[src/rtl/sqvg_pkg.sv]
`timescale 1ns / 1ps
`default_nettype none
// ----------------------------------------------------------------------------
// sqvg_pkg
// Shared types, constants and tables for the sphere quad vertex generator.
// ----------------------------------------------------------------------------
package sqvg_pkg;

    localparam int STEP_DEGREES_DEF = 10;
    localparam int FULL_TURN        = 360;
    localparam int QUARTER_TURN     = 90;

    localparam int LAT_W      = 4;
    localparam int LON_W      = 6;
    localparam int RADIUS_W   = 15;
    localparam int COLOR_W    = 8;
    localparam int COORD_W    = 16;
    localparam int CFG_IDX_W  = 2;
    localparam int CFG_DATA_W = 15;

    localparam int DEG_W      = 9;
    localparam int IDX_W      = LON_W + 1;
    localparam int DEG_TAB_N  = 1 << IDX_W;
    localparam int MAG_W      = 15;
    localparam int ROM_N      = QUARTER_TURN + 1;
    localparam int ROM_IDX_W  = 7;

    localparam logic [RADIUS_W-1:0] RADIUS_RST = 15'd10650;
    localparam logic [COLOR_W-1:0]  COLOR_RST  = 8'd230;

    typedef enum logic [CFG_IDX_W-1:0] {
        CFG_RADIUS = 2'd0,
        CFG_RED    = 2'd1,
        CFG_GREEN  = 2'd2,
        CFG_BLUE   = 2'd3
    } t_cfg_reg;

    typedef logic [DEG_W-1:0] t_deg_tab [DEG_TAB_N];

    typedef struct packed {
        logic [MAG_W-1:0] sin_mag;
        logic             sin_neg;
        logic [MAG_W-1:0] cos_mag;
        logic             cos_neg;
    } t_trig;

    // sin(d) for d = 0..90 degrees, unsigned Q1.14 magnitude
    localparam logic [MAG_W-1:0] SIN_ROM [ROM_N] = '{
        15'd0,     15'd286,   15'd572,   15'd857,   15'd1143,
        15'd1428,  15'd1713,  15'd1997,  15'd2280,  15'd2563,
        15'd2845,  15'd3126,  15'd3406,  15'd3686,  15'd3964,
        15'd4240,  15'd4516,  15'd4790,  15'd5063,  15'd5334,
        15'd5604,  15'd5872,  15'd6138,  15'd6402,  15'd6664,
        15'd6924,  15'd7182,  15'd7438,  15'd7692,  15'd7943,
        15'd8192,  15'd8438,  15'd8682,  15'd8923,  15'd9162,
        15'd9397,  15'd9630,  15'd9860,  15'd10087, 15'd10311,
        15'd10531, 15'd10749, 15'd10963, 15'd11174, 15'd11381,
        15'd11585, 15'd11786, 15'd11982, 15'd12176, 15'd12365,
        15'd12551, 15'd12733, 15'd12911, 15'd13085, 15'd13255,
        15'd13421, 15'd13583, 15'd13741, 15'd13894, 15'd14044,
        15'd14189, 15'd14330, 15'd14466, 15'd14598, 15'd14726,
        15'd14849, 15'd14968, 15'd15082, 15'd15191, 15'd15296,
        15'd15396, 15'd15491, 15'd15582, 15'd15668, 15'd15749,
        15'd15826, 15'd15897, 15'd15964, 15'd16026, 15'd16083,
        15'd16135, 15'd16182, 15'd16225, 15'd16262, 15'd16294,
        15'd16322, 15'd16344, 15'd16362, 15'd16374, 15'd16382,
        15'd16384
    };

    // angle in degrees, wrapped to one turn, for each step index
    function automatic t_deg_tab build_deg_tab(int step);
        t_deg_tab tab;
        int       acc;
        acc = 0;
        for (int i = 0; i < DEG_TAB_N; i++) begin
            tab[i] = DEG_W'(acc);
            acc    = acc + step;
            if (acc >= FULL_TURN) begin
                acc = acc - FULL_TURN;
            end
        end
        return tab;
    endfunction

endpackage
`default_nettype wire

[src/rtl/sphere_quad_vertex_generator.sv]
`timescale 1ns / 1ps
`default_nettype none
// ----------------------------------------------------------------------------
// sphere_quad_vertex_generator
// Four corner vertices of one latitude/longitude patch of a sphere, with the
// configured colour, in signed Q4.12.
//
//   channel | direction | handshake                 | payload
//   --------+-----------+---------------------------+------------------------
//   cell    | in        | i_in_valid / o_in_ready   | lat, lon, lower half
//   vertex  | out       | o_out_valid / i_out_ready | x, y, z, rgb, last
//   config  | in        | i_cfg_we                  | index, data
//
// Each cell yields four corners: the vertex sequencer issues one corner a
// cycle unless the output stalls; vertices then pass the stage registers.
// Reset loads the register defaults and empties the pipeline.
// A waiting vertex with i_out_ready low freezes every stage; the sequencer
// holds its corner.
// ----------------------------------------------------------------------------
module sphere_quad_vertex_generator
    import sqvg_pkg::*;
#(
    parameter int STEP_DEGREES = STEP_DEGREES_DEF
) (
    input  wire logic                  i_clk,
    input  wire logic                  i_rst_n,

    input  wire logic                  i_in_valid,
    output logic                       o_in_ready,
    input  wire logic [LAT_W-1:0]      i_lat_index,
    input  wire logic [LON_W-1:0]      i_lon_index,
    input  wire logic                  i_lower_half,

    output logic                       o_out_valid,
    input  wire logic                  i_out_ready,
    output logic signed [COORD_W-1:0]  o_x_coord,
    output logic signed [COORD_W-1:0]  o_y_coord,
    output logic signed [COORD_W-1:0]  o_z_coord,
    output logic [COLOR_W-1:0]         o_red_out,
    output logic [COLOR_W-1:0]         o_green_out,
    output logic [COLOR_W-1:0]         o_blue_out,
    output logic                       o_last_vertex,

    input  wire logic                  i_cfg_we,
    input  wire logic [CFG_IDX_W-1:0]  i_cfg_index,
    input  wire logic [CFG_DATA_W-1:0] i_cfg_data
);

    localparam t_deg_tab DEG_TAB = build_deg_tab(STEP_DEGREES);
    localparam int P1_W    = RADIUS_W + MAG_W - 1;
    localparam int P2_W    = P1_W + MAG_W - 1;
    localparam int FRAC_Z  = 14;
    localparam int FRAC_XY = 28;

    function automatic logic [COORD_W-1:0] apply_sign(logic [MAG_W-1:0] mag, logic neg);
        logic [COORD_W-1:0] ext;
        ext = {1'b0, mag};
        return neg ? (~ext + 1'b1) : ext;
    endfunction

    // configuration
    logic [RADIUS_W-1:0] r_radius;
    logic [COLOR_W-1:0]  r_red;
    logic [COLOR_W-1:0]  r_green;
    logic [COLOR_W-1:0]  r_blue;

    always_ff @(posedge i_clk) begin
        if (!i_rst_n) begin
            r_radius <= RADIUS_RST;
            r_red    <= COLOR_RST;
            r_green  <= COLOR_RST;
            r_blue   <= COLOR_RST;
        end else if (i_cfg_we) begin
            unique case (t_cfg_reg'(i_cfg_index))
                CFG_RADIUS: r_radius <= i_cfg_data[RADIUS_W-1:0];
                CFG_RED:    r_red    <= i_cfg_data[COLOR_W-1:0];
                CFG_GREEN:  r_green  <= i_cfg_data[COLOR_W-1:0];
                CFG_BLUE:   r_blue   <= i_cfg_data[COLOR_W-1:0];
                default:    r_radius <= r_radius;
            endcase
        end
    end

    // pipeline advance
    logic advance;
    assign advance = !o_out_valid || i_out_ready;

    // vertex sequencer
    logic             r_busy;
    logic [1:0]       r_k;
    logic [LAT_W-1:0] r_lat;
    logic [LON_W-1:0] r_lon;
    logic             r_flip;
    logic             in_xfer;
    logic             issue;

    assign o_in_ready = !r_busy || (advance && r_k == 2'd3);
    assign in_xfer    = i_in_valid && o_in_ready;
    assign issue      = r_busy && advance;

    always_ff @(posedge i_clk) begin
        if (!i_rst_n) begin
            r_busy <= 1'b0;
            r_k    <= 2'd0;
        end else if (in_xfer) begin
            r_busy <= 1'b1;
            r_k    <= 2'd0;
        end else if (issue) begin
            r_k <= r_k + 2'd1;
            if (r_k == 2'd3) begin
                r_busy <= 1'b0;
            end
        end
    end

    always_ff @(posedge i_clk) begin
        if (in_xfer) begin
            r_lat  <= i_lat_index;
            r_lon  <= i_lon_index;
            r_flip <= i_lower_half;
        end
    end

    // stage valids
    logic r_v1, r_v2, r_v3, r_v4;

    always_ff @(posedge i_clk) begin
        if (!i_rst_n) begin
            r_v1        <= 1'b0;
            r_v2        <= 1'b0;
            r_v3        <= 1'b0;
            r_v4        <= 1'b0;
            o_out_valid <= 1'b0;
        end else if (advance) begin
            r_v1        <= issue;
            r_v2        <= r_v1;
            r_v3        <= r_v2;
            r_v4        <= r_v3;
            o_out_valid <= r_v4;
        end
    end

    // stage 1: angles
    logic [IDX_W-1:0] lat_sel;
    logic [IDX_W-1:0] lon_sel;
    logic [DEG_W-1:0] r_deg_lat;
    logic [DEG_W-1:0] r_deg_lon;
    logic             r_flip1;
    logic             r_last1;

    assign lat_sel = IDX_W'(r_lat) + IDX_W'(r_k[0]);
    assign lon_sel = IDX_W'(r_lon) + IDX_W'(r_k[1]);

    // stage 2: sine and cosine
    t_trig trig_lat;
    t_trig trig_lon;
    t_trig r_tlat;
    t_trig r_tlon;
    logic  r_flip2;
    logic  r_last2;

    sqvg_trig u_trig_lat (
        .i_deg  (r_deg_lat),
        .o_trig (trig_lat)
    );

    sqvg_trig u_trig_lon (
        .i_deg  (r_deg_lon),
        .o_trig (trig_lon)
    );

    // stage 3: radius products
    logic [RADIUS_W+MAG_W-1:0] mul_lat;
    logic [RADIUS_W+MAG_W-1:0] mul_z;
    logic [P1_W-1:0]           r_p_lat;
    logic [P1_W-1:0]           r_p_z;
    logic [MAG_W-1:0]          r_slon;
    logic [MAG_W-1:0]          r_clon;
    logic                      r_xneg3, r_yneg3, r_zneg3;
    logic                      r_last3;

    assign mul_lat = r_radius * r_tlat.sin_mag;
    assign mul_z   = r_radius * r_tlat.cos_mag;

    // stage 4: longitude products, z rounding
    logic [P1_W+MAG_W-1:0] mul_x;
    logic [P1_W+MAG_W-1:0] mul_y;
    logic [P1_W:0]         z_sum;
    logic [P2_W-1:0]       r_px;
    logic [P2_W-1:0]       r_py;
    logic [MAG_W-1:0]      r_zmag;
    logic                  r_xneg4, r_yneg4, r_zneg4;
    logic                  r_last4;

    assign mul_x = r_p_lat * r_slon;
    assign mul_y = r_p_lat * r_clon;
    assign z_sum = {1'b0, r_p_z} + (P1_W + 1)'(1 << (FRAC_Z - 1));

    // stage 5: x/y rounding, output register
    logic [P2_W:0] x_sum;
    logic [P2_W:0] y_sum;

    assign x_sum = {1'b0, r_px} + (P2_W + 1)'(1 << (FRAC_XY - 1));
    assign y_sum = {1'b0, r_py} + (P2_W + 1)'(1 << (FRAC_XY - 1));

    always_ff @(posedge i_clk) begin
        if (advance) begin
            r_deg_lat <= DEG_TAB[lat_sel];
            r_deg_lon <= DEG_TAB[lon_sel];
            r_flip1   <= r_flip;
            r_last1   <= (r_k == 2'd3);

            r_tlat    <= trig_lat;
            r_tlon    <= trig_lon;
            r_flip2   <= r_flip1;
            r_last2   <= r_last1;

            r_p_lat   <= mul_lat[P1_W-1:0];
            r_p_z     <= mul_z[P1_W-1:0];
            r_slon    <= r_tlon.sin_mag;
            r_clon    <= r_tlon.cos_mag;
            r_xneg3   <= r_tlon.sin_neg ^ r_tlat.sin_neg;
            r_yneg3   <= r_tlon.cos_neg ^ r_tlat.sin_neg;
            r_zneg3   <= r_tlat.cos_neg ^ r_flip2;
            r_last3   <= r_last2;

            r_px      <= mul_x[P2_W-1:0];
            r_py      <= mul_y[P2_W-1:0];
            r_zmag    <= z_sum[FRAC_Z+MAG_W-1:FRAC_Z];
            r_xneg4   <= r_xneg3;
            r_yneg4   <= r_yneg3;
            r_zneg4   <= r_zneg3;
            r_last4   <= r_last3;

            o_x_coord     <= apply_sign(x_sum[FRAC_XY+MAG_W-1:FRAC_XY], r_xneg4);
            o_y_coord     <= apply_sign(y_sum[FRAC_XY+MAG_W-1:FRAC_XY], r_yneg4);
            o_z_coord     <= apply_sign(r_zmag, r_zneg4);
            o_last_vertex <= r_last4;
        end
    end

    assign o_red_out   = r_red;
    assign o_green_out = r_green;
    assign o_blue_out  = r_blue;

    // checks
    a_seq_start: assert property (@(posedge i_clk) disable iff (!i_rst_n)
        in_xfer |=> r_busy && r_k == 2'd0)
        else $error("sequencer did not restart on cell transfer");

    a_z_range: assert property (@(posedge i_clk) disable iff (!i_rst_n)
        r_v4 |-> r_zmag <= r_radius)
        else $error("z magnitude exceeds radius");

    a_x_range: assert property (@(posedge i_clk) disable iff (!i_rst_n)
        r_v4 |-> r_px <= {r_radius, 28'd0})
        else $error("x product exceeds radius scale");

endmodule
`default_nettype wire

[src/rtl/sqvg_trig.sv]
`timescale 1ns / 1ps
`default_nettype none
// ----------------------------------------------------------------------------
// sqvg_trig
// Quadrant fold and quarter-wave ROM lookup: sine and cosine of a whole-degree
// angle as magnitude and sign.
// ----------------------------------------------------------------------------
module sqvg_trig
    import sqvg_pkg::*;
(
    input  wire logic [DEG_W-1:0] i_deg,
    output t_trig                 o_trig
);

    logic [1:0]           quad;
    logic [DEG_W-1:0]     base;
    logic [ROM_IDX_W-1:0] rem;
    logic [ROM_IDX_W-1:0] sin_idx;
    logic [ROM_IDX_W-1:0] cos_idx;

    always_comb begin
        priority if (i_deg >= DEG_W'(3 * QUARTER_TURN)) begin
            quad = 2'd3;
            base = DEG_W'(3 * QUARTER_TURN);
        end else if (i_deg >= DEG_W'(2 * QUARTER_TURN)) begin
            quad = 2'd2;
            base = DEG_W'(2 * QUARTER_TURN);
        end else if (i_deg >= DEG_W'(QUARTER_TURN)) begin
            quad = 2'd1;
            base = DEG_W'(QUARTER_TURN);
        end else begin
            quad = 2'd0;
            base = '0;
        end
        rem     = ROM_IDX_W'(i_deg - base);
        sin_idx = quad[0] ? ROM_IDX_W'(QUARTER_TURN) - rem : rem;
        cos_idx = quad[0] ? rem : ROM_IDX_W'(QUARTER_TURN) - rem;
    end

    assign o_trig.sin_mag = SIN_ROM[sin_idx];
    assign o_trig.sin_neg = quad[1];
    assign o_trig.cos_mag = SIN_ROM[cos_idx];
    assign o_trig.cos_neg = quad[1] ^ quad[0];

endmodule
`default_nettype wire

[config.mk]
export PLATFORM = sky130hd
export DESIGN_NAME = sphere_quad_vertex_generator
export DESIGN_NICKNAME = d
export VERILOG_FILES = /design/src/rtl/sqvg_pkg.sv /design/src/rtl/sphere_quad_vertex_generator.sv /design/src/rtl/sqvg_trig.sv
export SDC_FILE = /design/constraint.sdc
export NUM_CORES = 2
export LEC_CHECK = 0
export BUFFER_PORTS_ARGS = -buffer_cell sky130_fd_sc_hd__buf_2
export CORE_UTILIZATION = 51
export CTS_CLUSTER_DIAMETER = 30
export DETAILED_ROUTE_END_ITERATION = 8
export GPL_TIMING_DRIVEN = 0
export MAX_ROUTING_LAYER = met4
export PLACE_DENSITY = 0.74
export SYNTH_ARGS = -nofsm -noshare
export SYNTH_HDL_FRONTEND = slang
export SYNTH_SLANG_ARGS = --single-unit
[constraint.sdc]
create_clock -name i_clk -period 11 [get_ports i_clk]
set_clock_uncertainty 0.05 [all_clocks]
set_input_delay 0.55 -clock i_clk [delete_from_list [all_inputs] [get_ports i_clk]]
set_output_delay 0.55 -clock i_clk [all_outputs]
set_load 0.02 [all_outputs]
=== Word-level counts from Yosys, hierarchy flattened ===
Memories as Yosys holds them, arrays and structs flattened. A register that Yosys moved wholly into a read port is not among the register bits.
Index checks and enable logic that the tools add are counted.

* Flip-flop bits (word level): 312
* Memory bits (read-only): 9984
* Input bits: 33
* Output and inout port bits: 75
* Memories: 6

* Add/subtract/negate cells: 13
* Multipliers: 4
* $lt $le $gt $ge: 6
* Equal/unequal tests: 4
* Muxes and demuxes: 22
* Bitwise operators: 15
* Reduce and logical (&&, ||, !) cells: 16

{| class="wikitable"
|+ Memory list
! memory !! words !! width !! read ports !! clocked after Yosys merged registers in !! wr ports !! line !! source
|-
| (name not given) || 128 || 15 || 1 || 1 || 0 || sqvg_trig.sv:40 || <nowiki>assign o_trig.sin_mag = SIN_ROM[sin_idx];</nowiki>
|-
| (name not given) || 128 || 15 || 1 || 1 || 0 || sqvg_trig.sv:40 ||
|-
| (name not given) || 128 || 15 || 1 || 1 || 0 || sqvg_trig.sv:42 || <nowiki>assign o_trig.cos_mag = SIN_ROM[cos_idx];</nowiki>
|-
| (name not given) || 128 || 15 || 1 || 1 || 0 || sqvg_trig.sv:42 ||
|-
| (name not given) || 128 || 9 || 1 || 1 || 0 || sphere_quad_vertex_generator.sv:209 || <nowiki>r_deg_lon <= DEG_TAB[lon_sel];</nowiki>
|-
| (name not given) || 128 || 9 || 1 || 1 || 0 || sphere_quad_vertex_generator.sv:208 || <nowiki>r_deg_lat <= DEG_TAB[lat_sel];</nowiki>
|}

{| class="wikitable"
|+ Operators by type and width
! operator !! number
|-
| 43-bit by 28-bit adder with 43-bit output, second input constant || 2
|-
| 29-bit by 15-bit multiplier with 43-bit output || 2
|-
| 7-bit two-way mux || 10
|-
| 15-bit by 15-bit multiplier with 29-bit output || 2
|-
| 16-bit by 1-bit adder with 16-bit output, second input constant || 3
|-
| 15-bit NOT with 16-bit output || 3
|-
| 15-bit two-way mux || 3
|-
| 7-bit NOT with 8-bit output || 5
|-
| 29-bit by 14-bit adder with 29-bit output, second input constant || 1
|-
| 9-bit by 7-bit >= comparator with 1-bit output, second input constant || 2
|-
| 9-bit by 8-bit >= comparator with 1-bit output, second input constant || 2
|-
| 9-bit >= comparator, second input constant || 2
|-
| 7-bit subtractor || 2
|-
| 7-bit subtractor, first input constant || 2
|-
| 2-bit AND reduction || 5
|-
| 2-bit two-way mux || 4
|-
| 5-bit NOT with 8-bit output || 1
|-
| 6-bit by 1-bit adder with 7-bit output || 1
|-
| 2-bit == test, second input constant || 3
|-
| 4-bit by 1-bit adder with 5-bit output || 1
|-
| 1-bit two-way mux || 5
|-
| 1-bit bitwise XOR || 5
|-
| 2-bit nonzero test || 2
|-
| 1-bit logical AND || 3
|-
| other kinds (7) || 9
|}

=== Logic depth before layout (Yosys ltp) ===
* Depth after elaboration: 8
* Gate-level depth with buffers: 24
* Mapped depth without buffers: 22

=== Cells and area by module ===
From an unflattened synthesis, not the netlist that was laid out.

* Cells, all modules: 6934
* Area, all modules: 62124.6 um^2

{| class="wikitable"
|+ Modules (own cells, without submodules)
! module !! instances !! cells an instance !! area an instance (um^2)
|-
| sphere_quad_vertex_generator || 1 || 5441 || 52693.0
|-
| sqvg_trig at u_trig_lon || 1 || 722 || 4769.6
|-
| sqvg_trig at u_trig_lat || 1 || 771 || 4662.0
|}

=== Least setup slack after synthesis ===
Ideal clock, no wire load.

* Path type: input to register
* Start point: in i_out_ready
* End point: reg r_k[1]
* Arrival time: 7.202 ns
* Setup slack: 3.604 ns
* Stages on the path: 7
* Cell sequence: nor2b_1 inv_1 nand2_1 nand2_1 and2_1 nand2b_1 a21oi_1

* Longest elaborated chain between the ends: 5
* Elaborated cells on any way between the ends: 6
* Those cells by class: reduce/logical (6)

{| class="wikitable"
|+ RTL lines
! what !! line !! source
|-
| start, declared || sphere_quad_vertex_generator.sv:35 || <nowiki>input wire logic i_out_ready,</nowiki>
|-
| 1-bit logical OR || sphere_quad_vertex_generator.sv:86 || <nowiki>assign advance = !o_out_valid || i_out_ready;</nowiki>
|-
| 1-bit logical AND || sphere_quad_vertex_generator.sv:97 || <nowiki>assign o_in_ready = !r_busy || (advance && r_k == 2'd3);</nowiki>
|-
| 1-bit logical OR || sphere_quad_vertex_generator.sv:97 ||
|-
| net o_in_ready || sphere_quad_vertex_generator.sv:29 || <nowiki>output logic o_in_ready,</nowiki>
|-
| 1-bit logical AND || sphere_quad_vertex_generator.sv:98 || <nowiki>assign in_xfer = i_in_valid && o_in_ready;</nowiki>
|-
| net in_xfer || sphere_quad_vertex_generator.sv:94 || <nowiki>logic in_xfer;</nowiki>
|-
| 2-bit OR reduction (no source line) || -- ||
|-
| end signal, assigned || sphere_quad_vertex_generator.sv:109 || <nowiki>r_k <= r_k + 2'd1;</nowiki>
|-
| end, declared || sphere_quad_vertex_generator.sv:90 || <nowiki>logic [1:0] r_k;</nowiki>
|}

The timed path passes the listed nets, and every way through them passes these cells.
A chain may end at the register's enable or synchronous reset.

=== Worst setup path after layout ===
* Start point: reg r_p_lat[1]
* End point: reg r_py[42] (data pin)

* Longest elaborated chain between the ends: 1

{| class="wikitable"
|+ RTL lines
! what !! line !! source
|-
| start, declared || sphere_quad_vertex_generator.sv:175 || <nowiki>logic [P1_W-1:0] r_p_lat;</nowiki>
|-
| start signal, assigned || sphere_quad_vertex_generator.sv:218 || <nowiki>r_p_lat <= mul_lat[P1_W-1:0];</nowiki>
|-
| 29-bit by 15-bit multiplier with 43-bit output || sphere_quad_vertex_generator.sv:196 || <nowiki>assign mul_y = r_p_lat * r_clon;</nowiki>
|-
| net mul_y[42] || sphere_quad_vertex_generator.sv:187 || <nowiki>logic [P1_W+MAG_W-1:0] mul_y;</nowiki>
|-
| end signal, assigned || sphere_quad_vertex_generator.sv:228 || <nowiki>r_py <= mul_y[P2_W-1:0];</nowiki>
|-
| end, declared || sphere_quad_vertex_generator.sv:190 || <nowiki>logic [P2_W-1:0] r_py;</nowiki>
|}

The timed path passes the listed nets, and every way through them passes these cells.

==> metrics list <==
- Area growth from synthesis to layout: 8.14%
- Max_cap viols: 0
- At the placement stage, the worst setup path has a slack of 2740 ps.
- Synthesis inferred 321 register bits.
- After clock tree synthesis, the repair step resized 0 gates.
- Area share of the leading cell type in the synthesized netlist: 35.3%
- Capturing point of the worst reg2reg path: r_py[42]$_DFFE_PN_
- TritonCTS clock tree: yes
* Number of unique standard cell types used by synthesis: 93
- Clock Sinks: 321
* Final hold violation count: 0
- Post-synthesis instance area: 0.0583 sq mm
* Worst path max stage delay: 720 ps
* Congestion Overflow GR: 0
- In the synthesized netlist the dominant register cell turns out to be edfxtp_1.
* Worst r2r path cells: 21
- Detailed routing inserted a total of 46100 vias.
- The worst setup path is of the reg -> reg kind.
* FMAX: 0.118 GHz
- At the pin with the least slew margin, the transition time is 1180 ps.
- Port buffering added 106 buffers.
* Via count of the first global-routing pass: 48700
- Clock transition at the register clock pins on the worst setup and hold paths after CTS: 50 ps
- Worst Min Path Start: i_lower_half
- The first global-routing pass estimated 265 mm of wire.
* Number of buffers inserted during clock tree synthesis: 67
* Max_slew headroom: 20.9%
* Average cell area after synthesis: 9.23 sq um
- The H-tree was split into 3 levels.
- After clock tree synthesis, the setup repair step added 0 buffers.
- The detailed router finished its first iteration with 3651 violations.
* Die boundary height: 340 um
- Number of pins exceeding their max-slew limit in the final report: 0
- Share of cells above drive strength 1: 4.54%
* Quantity of hold-fixing buffers added after cts: 0
- Core Box Area: 0.113 sq mm
- Aggregate negative setup slack: 0 ps
- Hold EP: r_flip$_DFFE_PP_
* Post-route clock period utilization: 76.8%
* Routed met1 length: 62.1 mm
* Initial standard-cell utilization of the core: 51.6%
- Sum of net half-perimeters after detailed placement: 133 mm
- DRC violations left: 0
* R2R Setup Slk: 2560 ps
- The run finished with clean final reports.
- Setup ws final: 2560 ps
* Most frequent cell on the critical path: fa_1
- Setup-violating endpoint count in the final report: 0
- Using the TritonRoute via totals, the vias-per-cell ratio works out to 5.72.
* FFs w/ async S/R, synth: 0%
- The detailed router used layers up to and including met4.
* Routed wire length: 167 mm
- Req. time, crit path: 11290 ps
* Cell-by-cell trace of the critical path: clkbuf_1 -> clkbuf_1 -> nand2_1 -> fa_1 -> fa_1 -> inv_1 -> fa_1 -> fa_1 -> fa_1 -> inv_1 -> fa_1 -> inv_1 -> ha_1 -> nand4_1 -> nor2_1 -> a41oi_1 -> a311oi_1 -> o2111ai_1 -> a211oi_1 -> nor3_1 -> or3b_2
* Placer Congestion: 0.969
- Broken down by cell family, the worst path's largest delay share belongs to adder cells.
- The worst setup path is captured at a register.
- After synthesis, the cell types taking the most area are fa_1, edfxtp_1, ha_1.
- Summing the sequential cell areas from Yosys gives 15.7% of the chip area.
* Arrival @ worst endpoint: 8730 ps
- CTS max path bufs: 3
* Number of cells on the worst hold path: 1
- Met3 WL post-DR: 14.4 mm
- During synthesis, Yosys emitted a total of 0 warnings.
- Floorplan die area: 0.116 sq mm
- The most common cell in the synthesized netlist is inv_1.
- The die is 340 um wide.
- Before antenna repair, the detailed router went through 6 iterations.
- The count of nets left with antenna violations once routing finished came out at 0.
- In the synthesized netlist, the number of instances is 6316.
* I/O pin total: 108
* Sort of element at the start of the critical path: register
* Amount of wire on met2 after detailed routing: 80.6 mm
- Setup repair after global routing left no endpoint under its margin.
* Fill cell instance count of the final layout: 9984
* Max stage delay cell, worst path: edfxtp_1
* Worst min-delay path class: in -> reg
- Largest area contributor in the netlist: fa_1
* Net Count, Synth: 7828
- Global routing used 30.3% of the available tracks across all layers.
- The later pin in the worst-skew pair is clocked with a latency of 620 ps.
- Entering global routing, the biggest net connects 110 pins.
- Yosys mapped a number of flops with a built-in enable equal to 274.
- The cell sitting at the root of the clock tree is a clkbuf_16.
- Critical Path Fanout Max: 10
- Subtracting the final worst setup slack from the clock period gives 8440 ps.
- The initial antenna violation count was 3.
- Average wire per cell in the routed design: 20.8 um
- The floorplan has 123 rows.
- Fin nets: 8005
- Sorting the synthesized cells by how often they occur yields inv_1, fa_1, nand2_1.
- The critical path contains buffers and inverters numbering 5 combined.
* Beginning of the worst register-to-register path: r_p_lat[1]$_DFFE_PN_
[logic make-up (layout without fill, tap and decap cells)]
group | Yosys count | after routing | share of synthesized area [%]
xor+xnor | 223 | 223 | 3.56
other cells | 0 | 6 | 0
mux | 24 | 24 | 0.508
compound gates | 718 | 718 | 8.27
simple gates | 2106 | 2106 | 17.6
buf+inv | 1445 | 1676 | 9.39
fa+ha+maj | 1479 | 1479 | 44.9
flops | 321 | 321 | 15.7
[layout make-up]
cell class                 instances  area, sq um  area share (%)
antenna                            6         15.0          0.0238
multi-input combinational       4550        43700            69.3
sequential                       321         9170            14.5
timing repair buffer             108          586           0.928
clock buffer                      80         1770            2.80
inverter                        1093         4110            6.52
clock inverter                    43          495           0.786
buffer                           352         1370            2.18
tap                             1500         1880            2.98
[registers in the layout, indices dropped and copies added (netlist names), 16 cells and up]
signal     cells
o_y_coord     16
r_tlon        32
o_x_coord     16
o_z_coord     16
r_p_z         16
r_py          16
r_px          16
r_tlat        32
r_p_lat       29
[per-stage QoR]
| step | util, % | hold WS, ps | instances | cell area (sq um) |
|---|---|---|---|---|
| after floorplan | - | 350 | 6316 | 58300 |
| after global placement | 53.8 | 354 | 7922 | 60700 |
| after detailed placement | 53.8 | 355 | 7924 | 60800 |
| after CTS | 55.8 | 26.3 | 8047 | 63100 |
| after global routing | 55.8 | 39.3 | 8050 | 63100 |
| final | 55.8 | 56.6 | 8053 | 63100 |
[worst max-delay path by stage]
stage | startpoint | end | slack, ps | cells after the start
after floorplan | i_out_ready | r_k[1]$_SDFFE_PP0P_ | 3600 | 7
after global placement | i_out_ready | r_k[1]$_SDFFE_PP0P_ | 1420 | 8
after detailed placement | r_clon[6]$_DFFE_PN_ | r_py[42]$_DFFE_PN_ | 2740 | 21
after CTS | r_clon[6]$_DFFE_PN_ | r_py[42]$_DFFE_PN_ | 2720 | 21
after global routing | r_p_lat[1]$_DFFE_PN_ | r_py[41]$_DFFE_PN_ | 2180 | 21
final | r_p_lat[1]$_DFFE_PN_ | r_py[42]$_DFFE_PN_ | 2560 | 21
[cell usage in the layout, fill, tap and decap left out, types with 28 or more instances in the layout]
cell,count
a211oi_1,45
a21boi_0,28
a21o_1,41
a21oi_1,157
a31oi_1,34
and2_1,653
and3_1,30
buf_2,124
clkbuf_1,333
clkbuf_16,68
dfxtp_1,47
edfxtp_1,274
fa_1,1027
ha_1,452
inv_1,1082
nand2_1,947
nand3_1,124
nand4_1,34
nor2_1,153
nor3_1,54
o211ai_1,36
o21ai_0,145
xnor2_1,134
xor2_1,76
[per-layer routing]
layer  vias to the layer above  track usage [%]
met1                     23000             35.6
met2                      2201             49.6
li1                      20300                -
met3                       580             5.49
met5                         -                -
met4                         0             16.0
Power is left out: the tool's default activity adds up to more than one toggle a clock period on the data nets, which glitch-free logic cannot reach.
